File: config.mk
export PLATFORM = sky130hd
export DESIGN_NAME = echo_range_kalman_filter_unit
export DESIGN_NICKNAME = d
export VERILOG_FILES = /design/src/hw/rtl/erkf_pkg.sv /design/src/hw/rtl/erkf_ctrl.sv /design/src/hw/rtl/erkf_datapath.sv /design/src/hw/rtl/echo_range_kalman_filter_unit.sv
export SDC_FILE = /design/constraint.sdc
export NUM_CORES = 2
export LEC_CHECK = 0
export CAP_MARGIN = 15
export CORE_ASPECT_RATIO = 2
export CORE_MARGIN = 1.5
export CORE_UTILIZATION = 35
export DETAILED_ROUTE_END_ITERATION = 8
export DONT_BUFFER_PORTS = 1
export PLACE_DENSITY = 0.52
export SLEW_MARGIN = 20
export SYNTH_ARGS = -nofsm -noshare
export SYNTH_HDL_FRONTEND = slang
export SYNTH_SLANG_ARGS = --single-unit
File: constraint.sdc
create_clock -name i_clk -period 25.4 [get_ports i_clk]
set_input_delay 3.81 -clock i_clk [delete_from_list [all_inputs] [get_ports i_clk]]
set_output_delay 3.81 -clock i_clk [all_outputs]
set_load 0.01 [all_outputs]
File: src/hw/rtl/erkf_pkg.sv
package erkf_pkg;

    localparam int WindowMaxDefault = 16;
    localparam int PulseW  = 15;
    localparam int DistW   = 18;
    localparam int EstW    = 17;
    localparam int VarW    = 24;
    localparam int PpredW  = 25;
    localparam int GainW   = 17;

    localparam logic [DistW-1:0] MinDist = 18'd512;
    localparam logic [DistW-1:0] MaxDist = 18'd102400;
    localparam logic [VarW-1:0]  Unity   = 24'd65536;

    localparam logic [2:0] RegSpeed = 3'd0;
    localparam logic [2:0] RegQ     = 3'd1;
    localparam logic [2:0] RegR     = 3'd2;
    localparam logic [2:0] RegLen   = 3'd3;
    localparam logic [2:0] RegLimit = 3'd4;

    localparam logic [1:0] StatOk      = 2'd0;
    localparam logic [1:0] StatTimeout = 2'd1;
    localparam logic [1:0] StatRange   = 2'd2;

    typedef enum logic [3:0] {
        S_IDLE, S_DIST, S_CHECK, S_SUM, S_TEST, S_FILL,
        S_PRED, S_DIV, S_EST, S_VAR, S_OUT
    } t_state;

    typedef struct packed {
        logic load;
        logic conv;
        logic sum_clr;
        logic sum_step;
        logic test;
        logic fill_step;
        logic restart;
        logic push;
        logic pred;
        logic div_step;
        logic est;
        logic var_upd;
        logic out_load;
    } t_cmd;

    typedef struct packed {
        logic       timeout;
        logic       range_bad;
        logic       initialized;
        logic       sum_done;
        logic       outlier;
        logic       third_reject;
        logic       fill_done;
        logic       div_done;
    } t_stat;

endpackage

File: src/hw/rtl/erkf_ctrl.sv
module erkf_ctrl
    import erkf_pkg::*;
(
    input  logic  i_clk,
    input  logic  i_rst_n,
    input  logic  i_in_valid,
    output logic  o_in_ready,
    input  logic  i_out_busy,
    input  t_stat i_stat,
    output t_cmd  o_cmd
);

    t_state r_state, n_state;

    always_ff @(posedge i_clk) begin
        if (!i_rst_n) r_state <= S_IDLE;
        else          r_state <= n_state;
    end

    always_comb begin
        n_state = r_state;
        unique case (r_state)
            S_IDLE:  if (i_in_valid) n_state = S_DIST;
            S_DIST:  n_state = S_CHECK;
            S_CHECK: begin
                if (i_stat.timeout || i_stat.range_bad) n_state = S_OUT;
                else if (!i_stat.initialized)            n_state = S_FILL;
                else                                     n_state = S_SUM;
            end
            S_SUM:   if (i_stat.sum_done) n_state = S_TEST;
            S_TEST: begin
                if (!i_stat.outlier)          n_state = S_PRED;
                else if (i_stat.third_reject) n_state = S_FILL;
                else                          n_state = S_OUT;
            end
            S_FILL:  if (i_stat.fill_done) n_state = S_OUT;
            S_PRED:  n_state = S_DIV;
            S_DIV:   if (i_stat.div_done) n_state = S_EST;
            S_EST:   n_state = S_VAR;
            S_VAR:   n_state = S_OUT;
            S_OUT:   if (!i_out_busy) n_state = S_IDLE;
            default: n_state = S_IDLE;
        endcase
    end

    always_comb begin
        o_cmd = '0;
        o_in_ready = 1'b0;
        unique case (r_state)
            S_IDLE: begin
                o_in_ready = 1'b1;
                o_cmd.load = i_in_valid;
            end
            S_DIST:  o_cmd.conv = 1'b1;
            S_CHECK: o_cmd.sum_clr = 1'b1;
            S_SUM:   o_cmd.sum_step = 1'b1;
            S_TEST: begin
                o_cmd.test = 1'b1;
                o_cmd.push = !i_stat.outlier;
            end
            S_FILL: begin
                o_cmd.fill_step = 1'b1;
                o_cmd.restart = i_stat.fill_done;
            end
            S_PRED:  o_cmd.pred = 1'b1;
            S_DIV:   o_cmd.div_step = 1'b1;
            S_EST:   o_cmd.est = 1'b1;
            S_VAR:   o_cmd.var_upd = 1'b1;
            S_OUT:   o_cmd.out_load = !i_out_busy;
            default: o_cmd = '0;
        endcase
    end

endmodule

File: src/hw/rtl/erkf_datapath.sv
module erkf_datapath
    import erkf_pkg::*;
#(
    parameter int WINDOW_MAX = WindowMaxDefault
) (
    input  logic              i_clk,
    input  logic              i_rst_n,
    input  t_cmd              i_cmd,
    output t_stat             o_stat,
    input  logic [PulseW-1:0] i_pulse_us,
    input  logic [15:0]       i_speed,
    input  logic [VarW-1:0]   i_q,
    input  logic [VarW-1:0]   i_r,
    input  logic [4:0]        i_len_cfg,
    input  logic [17:0]       i_limit,
    output logic [EstW-1:0]   o_filtered_distance,
    output logic              o_has_estimate,
    output logic [1:0]        o_status
);

    localparam int IdxW = (WINDOW_MAX > 1) ? $clog2(WINDOW_MAX) : 1;
    localparam int LenW = $clog2(WINDOW_MAX + 1);
    localparam int SumW = DistW + LenW;
    localparam int ScW  = DistW + LenW + 1;

    logic [DistW-1:0] r_mem [WINDOW_MAX];
    logic [DistW-1:0] r_rd;

    logic [PulseW-1:0] r_pulse;
    logic [DistW-1:0]  r_d;
    logic [EstW-1:0]   r_est;
    logic [VarW-1:0]   r_var;
    logic              r_init;
    logic [IdxW-1:0]   r_oldest;
    logic [1:0]        r_rej;
    logic [LenW-1:0]   r_len;
    logic [LenW:0]     r_cnt;
    logic              r_rd_ok;
    logic [SumW-1:0]   r_sum;
    logic [PpredW-1:0] r_ppred;
    logic [PpredW:0]   r_den;
    logic [PpredW+1:0] r_rem;
    logic [GainW-1:0]  r_k;
    logic [4:0]        r_bit;
    logic [EstW-1:0]   r_resid;
    logic              r_neg;

    logic [4:0] len_c;
    always_comb begin
        len_c = (i_len_cfg == 5'd0) ? 5'd1 : i_len_cfg;
        if (32'(len_c) > WINDOW_MAX) len_c = 5'(WINDOW_MAX);
    end

    logic [IdxW-1:0] rd_idx;
    assign rd_idx = r_cnt[IdxW-1:0];

    // A pointer left past a shrunken window restarts at slot zero.
    logic [IdxW-1:0] oldest_eff;
    assign oldest_eff = (32'(r_oldest) >= 32'(r_len)) ? '0 : r_oldest;

    // Window reads: one slot per cycle, data registered.
    always_ff @(posedge i_clk) begin
        r_rd <= r_mem[rd_idx];
        if (i_cmd.fill_step && r_cnt < (LenW+1)'(r_len))
            r_mem[rd_idx] <= r_d;
        else if (i_cmd.push)
            r_mem[oldest_eff] <= r_d;
    end

    logic [ScW-1:0] scaled, lim_sc, dev;
    assign scaled = ScW'(r_d) * ScW'(r_len);
    assign lim_sc = ScW'(i_limit) * ScW'(r_len);
    assign dev = (scaled >= ScW'(r_sum)) ? scaled - ScW'(r_sum) : ScW'(r_sum) - scaled;

    logic [1:0] rej_n;
    assign rej_n = r_rej + 2'd1;

    assign o_stat.timeout      = (r_pulse == '0);
    assign o_stat.range_bad    = (r_d < MinDist) || (r_d > MaxDist);
    assign o_stat.initialized  = r_init;
    assign o_stat.sum_done     = (r_cnt == (LenW+1)'(r_len)) && !r_rd_ok;
    assign o_stat.outlier      = dev > lim_sc;
    assign o_stat.third_reject = (rej_n == 2'd3);
    assign o_stat.fill_done    = (r_cnt == (LenW+1)'(r_len));
    assign o_stat.div_done     = (r_bit == 5'd0);

    logic [PpredW+1:0] rem_sh;
    assign rem_sh = {r_rem[PpredW:0], 1'b0};

    logic [GainW+EstW-1:0] prod_e;
    logic [GainW+PpredW-1:0] prod_v;
    logic [EstW-1:0] delta;
    logic [VarW+GainW:0] p_full;
    assign prod_e = (GainW+EstW)'(r_k) * (GainW+EstW)'(r_resid);
    assign delta  = EstW'((prod_e + 34'd32768) >> 16);
    assign prod_v = (GainW+PpredW)'(GainW'(Unity) - r_k) * (GainW+PpredW)'(r_ppred);
    assign p_full = (VarW+GainW+1)'((prod_v + 42'd32768) >> 16);

    always_ff @(posedge i_clk) begin
        if (!i_rst_n) begin
            r_est <= '0;
            r_var <= '0;
            r_init <= 1'b0;
            r_oldest <= '0;
            r_rej <= '0;
            o_filtered_distance <= '0;
            o_has_estimate <= 1'b0;
            o_status <= StatOk;
        end else begin
            if (i_cmd.load) begin
                r_pulse <= i_pulse_us;
                r_len <= LenW'(len_c);
                r_cnt <= '0;
            end
            if (i_cmd.conv)
                r_d <= DistW'((33'(r_pulse) * 33'(i_speed)) >> 13);
            if (i_cmd.sum_clr) begin
                r_sum <= '0;
                r_cnt <= '0;
                r_rd_ok <= 1'b0;
            end
            if (i_cmd.sum_step) begin
                if (r_rd_ok) r_sum <= r_sum + SumW'(r_rd);
                r_rd_ok <= (r_cnt < (LenW+1)'(r_len));
                if (r_cnt < (LenW+1)'(r_len)) r_cnt <= r_cnt + 1'b1;
            end
            if (i_cmd.test) begin
                r_cnt <= '0;
                if (o_stat.outlier) r_rej <= rej_n;
                else r_rej <= '0;
            end
            if (i_cmd.push) begin
                if (32'(oldest_eff) + 1 >= 32'(r_len))
                    r_oldest <= '0;
                else
                    r_oldest <= oldest_eff + 1'b1;
            end
            if (i_cmd.fill_step && r_cnt < (LenW+1)'(r_len)) r_cnt <= r_cnt + 1'b1;
            if (i_cmd.restart) begin
                r_est <= EstW'(r_d);
                r_var <= Unity;
                r_init <= 1'b1;
                r_oldest <= '0;
                r_rej <= '0;
            end
            if (i_cmd.pred) begin
                r_ppred <= PpredW'(r_var) + PpredW'(i_q);
                r_den <= (PpredW+1)'(r_var) + (PpredW+1)'(i_q) + (PpredW+1)'(i_r);
                r_rem <= (PpredW+2)'(PpredW'(r_var) + PpredW'(i_q));
                r_k <= '0;
                r_bit <= 5'd17;
                r_neg <= (r_d < 18'(r_est));
                r_resid <= (r_d >= 18'(r_est)) ? EstW'(r_d - 18'(r_est)) : EstW'(18'(r_est) - r_d);
            end
            // Restoring division, one gain bit per cycle. The first step yields
            // the integer bit, which is set only when the noise R is zero.
            if (i_cmd.div_step && r_bit != 5'd0) begin
                if (r_bit == 5'd17 && r_den == '0) begin
                    r_bit <= 5'd0;
                end else begin
                    r_bit <= r_bit - 5'd1;
                    if (r_bit == 5'd17) begin
                        if (r_rem >= (PpredW+2)'(r_den)) begin
                            r_rem <= r_rem - (PpredW+2)'(r_den);
                            r_k <= GainW'(1);
                        end
                    end else if (rem_sh >= (PpredW+2)'(r_den)) begin
                        r_rem <= rem_sh - (PpredW+2)'(r_den);
                        r_k <= {r_k[GainW-2:0], 1'b1};
                    end else begin
                        r_rem <= rem_sh;
                        r_k <= {r_k[GainW-2:0], 1'b0};
                    end
                end
            end
            if (i_cmd.est) r_est <= r_neg ? r_est - delta : r_est + delta;
            if (i_cmd.var_upd)
                r_var <= (p_full > (VarW+GainW+1)'({VarW{1'b1}})) ? {VarW{1'b1}} : VarW'(p_full);
            if (i_cmd.out_load) begin
                o_filtered_distance <= r_init ? r_est : '0;
                o_has_estimate <= r_init;
                o_status <= o_stat.timeout ? StatTimeout :
                            (o_stat.range_bad ? StatRange : StatOk);
            end
        end
    end

endmodule

File: src/hw/rtl/echo_range_kalman_filter_unit.sv
// Request paths: timeout or out-of-range requests go straight to the output, the first
// reading fills the window, an outlier is ignored, the third outlier in a row restarts
// the filter from a window fill, and any other reading takes a Kalman update.
// One request is in work at a time; the next can be taken in the cycle after the result
// is loaded, later while a result waits. The window sum and the 17-step gain divider
// are the iterative steps of an update. Synchronous active-low reset clears the estimate, variance,
// window pointer, rejection count and registers to their defaults; slots are not cleared.
module echo_range_kalman_filter_unit
    import erkf_pkg::*;
#(
    parameter int WINDOW_MAX = WindowMaxDefault
) (
    input  logic              i_clk,
    input  logic              i_rst_n,
    input  logic              i_in_valid,
    output logic              o_in_ready,
    input  logic [PulseW-1:0] i_pulse_us,
    output logic              o_out_valid,
    input  logic              i_out_ready,
    output logic [EstW-1:0]   o_filtered_distance,
    output logic              o_has_estimate,
    output logic [1:0]        o_status,
    input  logic              psel,
    input  logic              penable,
    input  logic              pwrite,
    input  logic [4:0]        paddr,
    input  logic [31:0]       pwdata,
    output logic [31:0]       prdata,
    output logic              pready
);

    logic [15:0]     r_speed;
    logic [VarW-1:0] r_q, r_r;
    logic [4:0]      r_len;
    logic [17:0]     r_limit;
    logic [2:0]      reg_idx;
    t_cmd            cmd;
    t_stat           stat;
    logic            r_out_valid;

    assign pready = 1'b1;
    assign reg_idx = paddr[4:2];

    always_ff @(posedge i_clk) begin
        if (!i_rst_n) begin
            r_speed <= 16'd36010;
            r_q <= 24'd655;
            r_r <= 24'd65536;
            r_len <= 5'd5;
            r_limit <= 18'd5120;
        end else if (psel && penable && pwrite) begin
            unique case (reg_idx)
                RegSpeed: r_speed <= pwdata[15:0];
                RegQ:     r_q <= pwdata[23:0];
                RegR:     r_r <= pwdata[23:0];
                RegLen:   r_len <= pwdata[4:0];
                RegLimit: r_limit <= pwdata[17:0];
                default:  ;
            endcase
        end
    end

    always_comb begin
        unique case (reg_idx)
            RegSpeed: prdata = {16'd0, r_speed};
            RegQ:     prdata = {8'd0, r_q};
            RegR:     prdata = {8'd0, r_r};
            RegLen:   prdata = {27'd0, r_len};
            RegLimit: prdata = {14'd0, r_limit};
            default:  prdata = '0;
        endcase
    end

    always_ff @(posedge i_clk) begin
        if (!i_rst_n) r_out_valid <= 1'b0;
        else if (cmd.out_load) r_out_valid <= 1'b1;
        else if (i_out_ready) r_out_valid <= 1'b0;
    end
    assign o_out_valid = r_out_valid;

    erkf_ctrl u_ctrl (
        .i_clk(i_clk), .i_rst_n(i_rst_n), .i_in_valid(i_in_valid),
        .o_in_ready(o_in_ready), .i_out_busy(r_out_valid && !i_out_ready),
        .i_stat(stat), .o_cmd(cmd)
    );

    erkf_datapath #(.WINDOW_MAX(WINDOW_MAX)) u_dp (
        .i_clk(i_clk), .i_rst_n(i_rst_n), .i_cmd(cmd), .o_stat(stat),
        .i_pulse_us(i_pulse_us), .i_speed(r_speed), .i_q(r_q), .i_r(r_r),
        .i_len_cfg(r_len), .i_limit(r_limit),
        .o_filtered_distance(o_filtered_distance),
        .o_has_estimate(o_has_estimate), .o_status(o_status)
    );

endmodule

; Yosys cells after proc, flatten, opt, wreduce, memory -nomap -nowiden
; Memories as Yosys holds them, arrays and structs flattened. A register that Yosys moved wholly into a read port is not among the register bits.
; Cells that the tools add are included.
; W data, S select, Z words.
[totals]
ff_bits = 346
mem_bits_rw = 288
inputBits = 59
elab_cells = 204
mem_count = 1
[op_classes]
add_sub_neg = 21
n_mul = 5
n_lt_le_gt_ge = 13
n_eq_ne = 22
muxes = 75
bitwise = 1
n_reduce_logical = 38
[memory_table]
columns = name, depth, word_bits, rd, rd_clocked_by_memory_dff, wr, line_no
row1 = u_dp.r_mem, 16, 18, 1, 1, 1, erkf_datapath.sv:26  ; logic [DistW-1:0] r_mem [WINDOW_MAX];
[ops]
columns = operator, n
row1 = $mux W17, 10
row2 = $mux W27, 6
row3 = $pmux W24 S5, 1
row4 = $mux W24, 4
row5 = $add A24 B24 Y25, 3
row6 = $mux W23, 3
row7 = $ge A27 B26 Y1, 2
row8 = $sub A27 B26 Y27, 2
row9 = $sub A17 B17 Y17, 3
row10 = $sub A23 B23 Y24, 2
row11 = $mul A18 B5 Y23, 2
row12 = $mux W4, 11
row13 = $pmux W4 S11, 1
row14 = $add A42 B16 Y42 const B, 1
row15 = $mul A42 B25 Y42, 1
row16 = $mux W6, 6
row17 = $add A33 B16 Y33 const B, 1
row18 = $mul A17 B17 Y33, 1
row19 = $ge A32 B5 Y1, 1
row20 = $mul A15 B16 Y31, 1
row21 = $add A26 B24 Y26, 1
row22 = $gt A26 B24 Y1 const B, 1
row23 = $logic_not A26 Y1, 1
row24 = $gt A24 B23 Y1, 1
row25 = other kinds (47), 109

; Logic depth before layout (Yosys ltp)
[logic_depth]
word_depth = 11
depth_mapped = 50
mapped_depth_nobuf = 45

; Cells and area by module
; From an unflattened synthesis, not the netlist that was laid out.
[unflattened]
cells_unflattened = 7727
area_unflattened_um2 = 73932.2
[by_module_without_submodules]
columns = mod, instances, cells_per_inst, area_each_um2, seq_area_each_um2
row1 = erkf_datapath, 1, 7210, 69387.8, 15955.3
row2 = echo_range_kalman_filter_unit, 1, 451, 4085.2, 1761.7
row3 = erkf_ctrl, 1, 66, 459.2, 80.1

; Least setup slack after synthesis
; No wires, ideal clock.
[synth_path]
kind = register to register
from = reg u_dp.r_len[4]
to = mem u_dp.r_mem[8][0] (enable)
arrival_ns = 11.189
t_required_ns = 24.977
path_slack_ns = 13.788
path_stages_with_launch = 47
path_buffers = 6
period_less_slack_ns = 11.612
path_cell_list = edfxtp_1 > clkbuf_1 > clkbuf_1 > nand2_1 > fa_1 > fa_1 > fa_1 > inv_1 > ha_1 > nor2b_1 > o21ai_0 > a21boi_0 > o21ai_0 > a21boi_0 > o21ai_0 > a21boi_0 > o31ai_1 > a211oi_1 > [... 11 more ...] > buf_2 > buf_2 > buf_2 > mux2_2 > ha_1 > nor2b_1 > o21a_1 > o21a_1 > o21a_1 > o21a_1 > o21a_1 > o21a_1 > o21ai_0 > a21oi_1 > or4b_2 > o21ai_1 > nand2_1 > o32ai_1
[synth_via]
elab_chain_len = 11
word_cells_on_any_way = 21
cone_classes = 2 x add/sub / 2 x mul / 4 x order compare / 10 x mux / 3 x reduce/logical
[synth_lines]
columns = item, line_no
row1 = "start, declared", erkf_datapath.sv:36  ; logic [LenW-1:0] r_len;
row2 = "start signal, assigned", erkf_datapath.sv:112  ; r_len <= LenW'(len_c);
row3 = $mul A18 B5 Y23, erkf_datapath.sv:71  ; assign scaled = ScW'(r_d) * ScW'(r_len);
row4 = $sub A23 B23 Y24 / $ge A23 B23 Y1 (equally long branches), erkf_datapath.sv:73  ; assign dev = (scaled >= ScW'(r_sum)) ? scaled - ScW'(r_sum) : ScW'(r_sum) - scaled;
row5 = $mux W24, erkf_datapath.sv:73
row6 = $gt A24 B23 Y1, erkf_datapath.sv:82  ; assign o_stat.outlier = dev > lim_sc;
row7 = $logic_not A1 Y1, --
row8 = $mux W1, erkf_ctrl.sv:49  ; unique case (r_state)
row9 = $mux W1, erkf_datapath.sv:66  ; else if (i_cmd.push)
row10 = $mux W1, erkf_datapath.sv:64  ; if (i_cmd.fill_step && r_cnt < (LenW+1)'(r_len))
row11 = $mux W1 (not written as such), erkf_datapath.sv:67  ; r_mem[oldest_eff] <= r_d;
row12 = $reduce_or A18 Y1 (no line), --
row13 = $mux W4 (no line) / $mux W1 (equally long branches), --
row14 = "end, declared", erkf_datapath.sv:26
; Several ways; a longest one is shown, not always the timed one.

; Worst setup path after layout
[layout_path]
from = reg u_dp.r_len[3]
to = mem u_dp.r_mem[7][1] (enable)
; Same word-level chain as after synthesis.

==> flow_summary_export.csv <==
group,metric,value,unit
synth,synth_flop_cell,"edfxtp_1",
synth,syn_avg_cell_area,9.65,um^2
timing,min_period_over_period,48.8,%
timing,maxSlewHeadroom,15.2,%
setup_path,reg2reg_from,"u_dp.r_len[3]",
synth,yosys_warnings,0,
grt,grt_max_degree,226,
timing,max_slew.worst_pin.slew,1260,ps
die,floorplan.die_area,0.218,mm^2
synth,synthesis.instances,7820,
routing,totalWireLength,234000,um
timing,timing.fmax,80.8,MHz
clock_tree,insertion_delay,710,ps
worst_hold_path,holdCritStartpoint,"u_dp.r_rej[1]",
clock_tree,cts.reportedPaths.clkPinSlew,70,ps
worst_hold_path,holdPathStages,2,
timing,tns,0,ps
clock_tree,hold_buffers,0,
die,core_area,0.214,mm^2
worst_hold_path,hold_end,"u_dp.r_rej[1]",
synth,async_flop_share,0,%
routing,drc,0,
synth,ys_ff_latch,652,
clock_tree,cts_inserted_buffers,61,
setup_path,timing.reg2reg.worst_path_depth,47,
clock_tree,ctsLongestPathBuffers,3,
synth,ys_seq_area_share,23.6,%
setup_path,arrival,12680,ps
setup_path,slowest_stage,"o21ai_4",
placed_design,detailed_place_hpwl,188000,um
timing,rsz0062_at_grt,"no",
die,placement_rows,240,
grt,gr-total-overflow,0,
clock_tree,cts_repair_resize_count,0,
setup_path,critical_path_sink_type,"flop",
placed_design,numPortBuffers,0,
setup_path,worst-endpoint-required,25700,ps
grt,groute.usage.overall,21.6,%
cells_and_area,mostFrequentLayoutCell,"inv_1",
die,die_width,331,um
timing,final_worst_clock_skew,45.7,ps
timing,timing_hold_violations_final,0,
cells_and_area,final_net_count,9377,
setup_path,critical_path_class,"reg2reg",
clock_tree,cts_setup_buffers,0,
timing,layout_min_cycle_time,12380,ps
die,initial_utilization,35.3,%
die,ios,114,
clock_tree,cts.htree.levels,2,
routing,dr.pass1.iters,6,
setup_path,crit-reg2reg-capture,"u_dp.r_mem[7][1]",
routing,route.detailed.wl_per_inst,22.3,um
setup_path,setup.reg_to_reg.worst_slack,13020,ps
cells_and_area,layout-area-overhead-vs-synth,7.41,%
clock_tree,cts_num_sinks,652,
setup_path,cp_max_fanout,39,
synth,syn-cell-area,0.0754,mm^2
synth,synth_edf_count,474,
timing,drv_slew,0,
job,drv.max_cap_violation_count,0,
setup_path,timing.critical_path.slowest_cell_delay,820,ps
clock_tree,tritoncts_clock_tree,"yes",
run_status,run_status,"finished clean",
cells_and_area,drive_above_1_share,5.47,%
grt,wire_length_of_the_first_global_routing_pass,359000,um
routing,initialDrtViolationCount,2524,
die,fp.dieH,660,um
synth,synth.lib_cells_used.distinct,84,
grt,grt_pass1_vias,60500,
timing,finalSetupViolations,0,
routing,vias,55200,
setup_path,type_of_element_launching_the_critical_path,"flop",
routing,drtAntennaViolNets,0,
grt,grt_antenna_before_repair,5,
cells_and_area,final_cell_mix,"inv_1 (1232), nand2_1 (1084), fa_1 (996)",
worst_hold_path,hp-class,"reg2reg",
timing,fin_hold_ws,467,ps
clock_tree,cts-root-buf,"clkbuf_16",
placed_design,place_congestion,0.919,
routing,drt-vias-per-instance,5.25,
[synth_stat cells, types with 21 or more instances]
cell	count	area [um^2]
a211oi_1	29	218
a21boi_0	115	863
a21o_1	101	758
a21oi_1	320	1600
a22oi_1	38	285
a31oi_1	32	200
and2_1	499	3120
and3_1	33	206
buf_1	25	93.8
clkbuf_1	310	1160
dfxtp_1	178	3560
edfxtp_1	474	14200
fa_1	996	19900
ha_1	646	8080
inv_1	1232	4620
mux2i_1	62	621
mux4_2	90	2030
nand2_1	1084	4070
nand2b_1	46	288
nand3_1	122	611
nand4_1	37	231
nor2_1	313	1170
nor2b_1	73	457
nor3_1	77	385
nor4_1	25	156
o21a_1	42	315
o21ai_0	201	1010
o21bai_1	38	285
o22ai_1	21	131
o31ai_1	21	158
or3_1	31	194
xnor2_1	182	1590
xor2_1	92	806
[layer usage]
| layer | GRT usage (%) | share of wire [%] |
|---|---|---|
| met1 | 20.3 | 32 |
| met4 | 13.4 | 7.4 |
| met3 | 3.04 | 4.3 |
| met5 | 0 | 0.0055 |
| met2 | 43.3 | 56 |
[worst max-delay path: cells and delay by family, from the launching register on]
family	cells	cell delay, ps
AO/OA/AOI/OAI	22	5400
adder cells (fa/ha/maj)	6	2370
flip-flops	1	320
multiplexers	1	150
buffers and inverters	8	1590
XOR/XNOR	2	320
AND/OR/NAND/NOR	8	1720
[sequential cells by signal, indices dropped and copies added, names as in the netlist, 5 cells and up]
name	cells
u_dp.r_bit	5
u_dp.r_var	24
u_dp.r_den	26
r_r	24
u_dp.r_len	5
u_dp.r_resid	17
u_dp.r_rem	27
r_limit	18
u_dp.r_mem	288
u_dp.r_rd	18
u_dp.r_ppred	25
u_dp.r_est	17
u_dp.r_cnt	6
u_dp.r_d	18
u_dp.r_pulse	15
r_q	24
u_dp.o_filtered_distance	17
u_dp.r_k	17
r_len	5
r_speed	16
u_dp.r_sum	23
[worst max-delay path by stage]
stage,startpoint,cells after the start,slack (ps),endpoint
after global placement,u_dp.r_len[3],47,12970,u_dp.r_mem[7][8]
final,u_dp.r_len[3],47,13020,u_dp.r_mem[7][1]
after detailed placement,u_dp.r_d[1],46,13030,u_dp.r_mem[7][8]
after CTS,u_dp.r_len[3],47,12960,u_dp.r_mem[7][15]
after global routing,u_dp.r_len[2],47,12280,u_dp.r_mem[7][15]
after floorplan,u_dp.r_len[4],46,13790,u_dp.r_mem[8][0]
[through the flow]
step	cells	util [%]	worst slack (ps)	cell area, um^2
global route	10500	37.9	12280	81000
CTS	10500	37.9	12960	81000
detailed placement	10400	36.9	13030	78900
finish	10500	37.9	13020	81000
floorplan	7827	-	13790	75500
global placement	10400	36.9	12970	78900
[final cells by class]
cell class	instances	area, um^2
fill	21400	133000
sequential	652	17800
timing repair buffer	139	1060
clock buffer	74	1660
tap	2783	3480
antenna	5	12.5
clock inverter	40	425
multi-input combinational	5587	52000
inverter	1235	4640
[cells by family (layout without fill, tap and decap cells)]
group                    after synthesis  in the layout  synth area share, %
XOR/XNOR                             274            274                 3.18
flip-flops                           652            652                 23.6
AO/OA/AOI/OAI                       1111           1111                 9.53
buffers and inverters               1588           1488                 7.97
other                                  2             14              0.00996
AND/OR/NAND/NOR                     2392           2392                 15.0
adder cells (fa/ha/maj)             1642           1642                 37.1
multiplexers                         159            159                 3.61
Power is left out: the tool's default activity adds up to more than one toggle a clock period on the data nets, which glitch-free logic cannot reach.
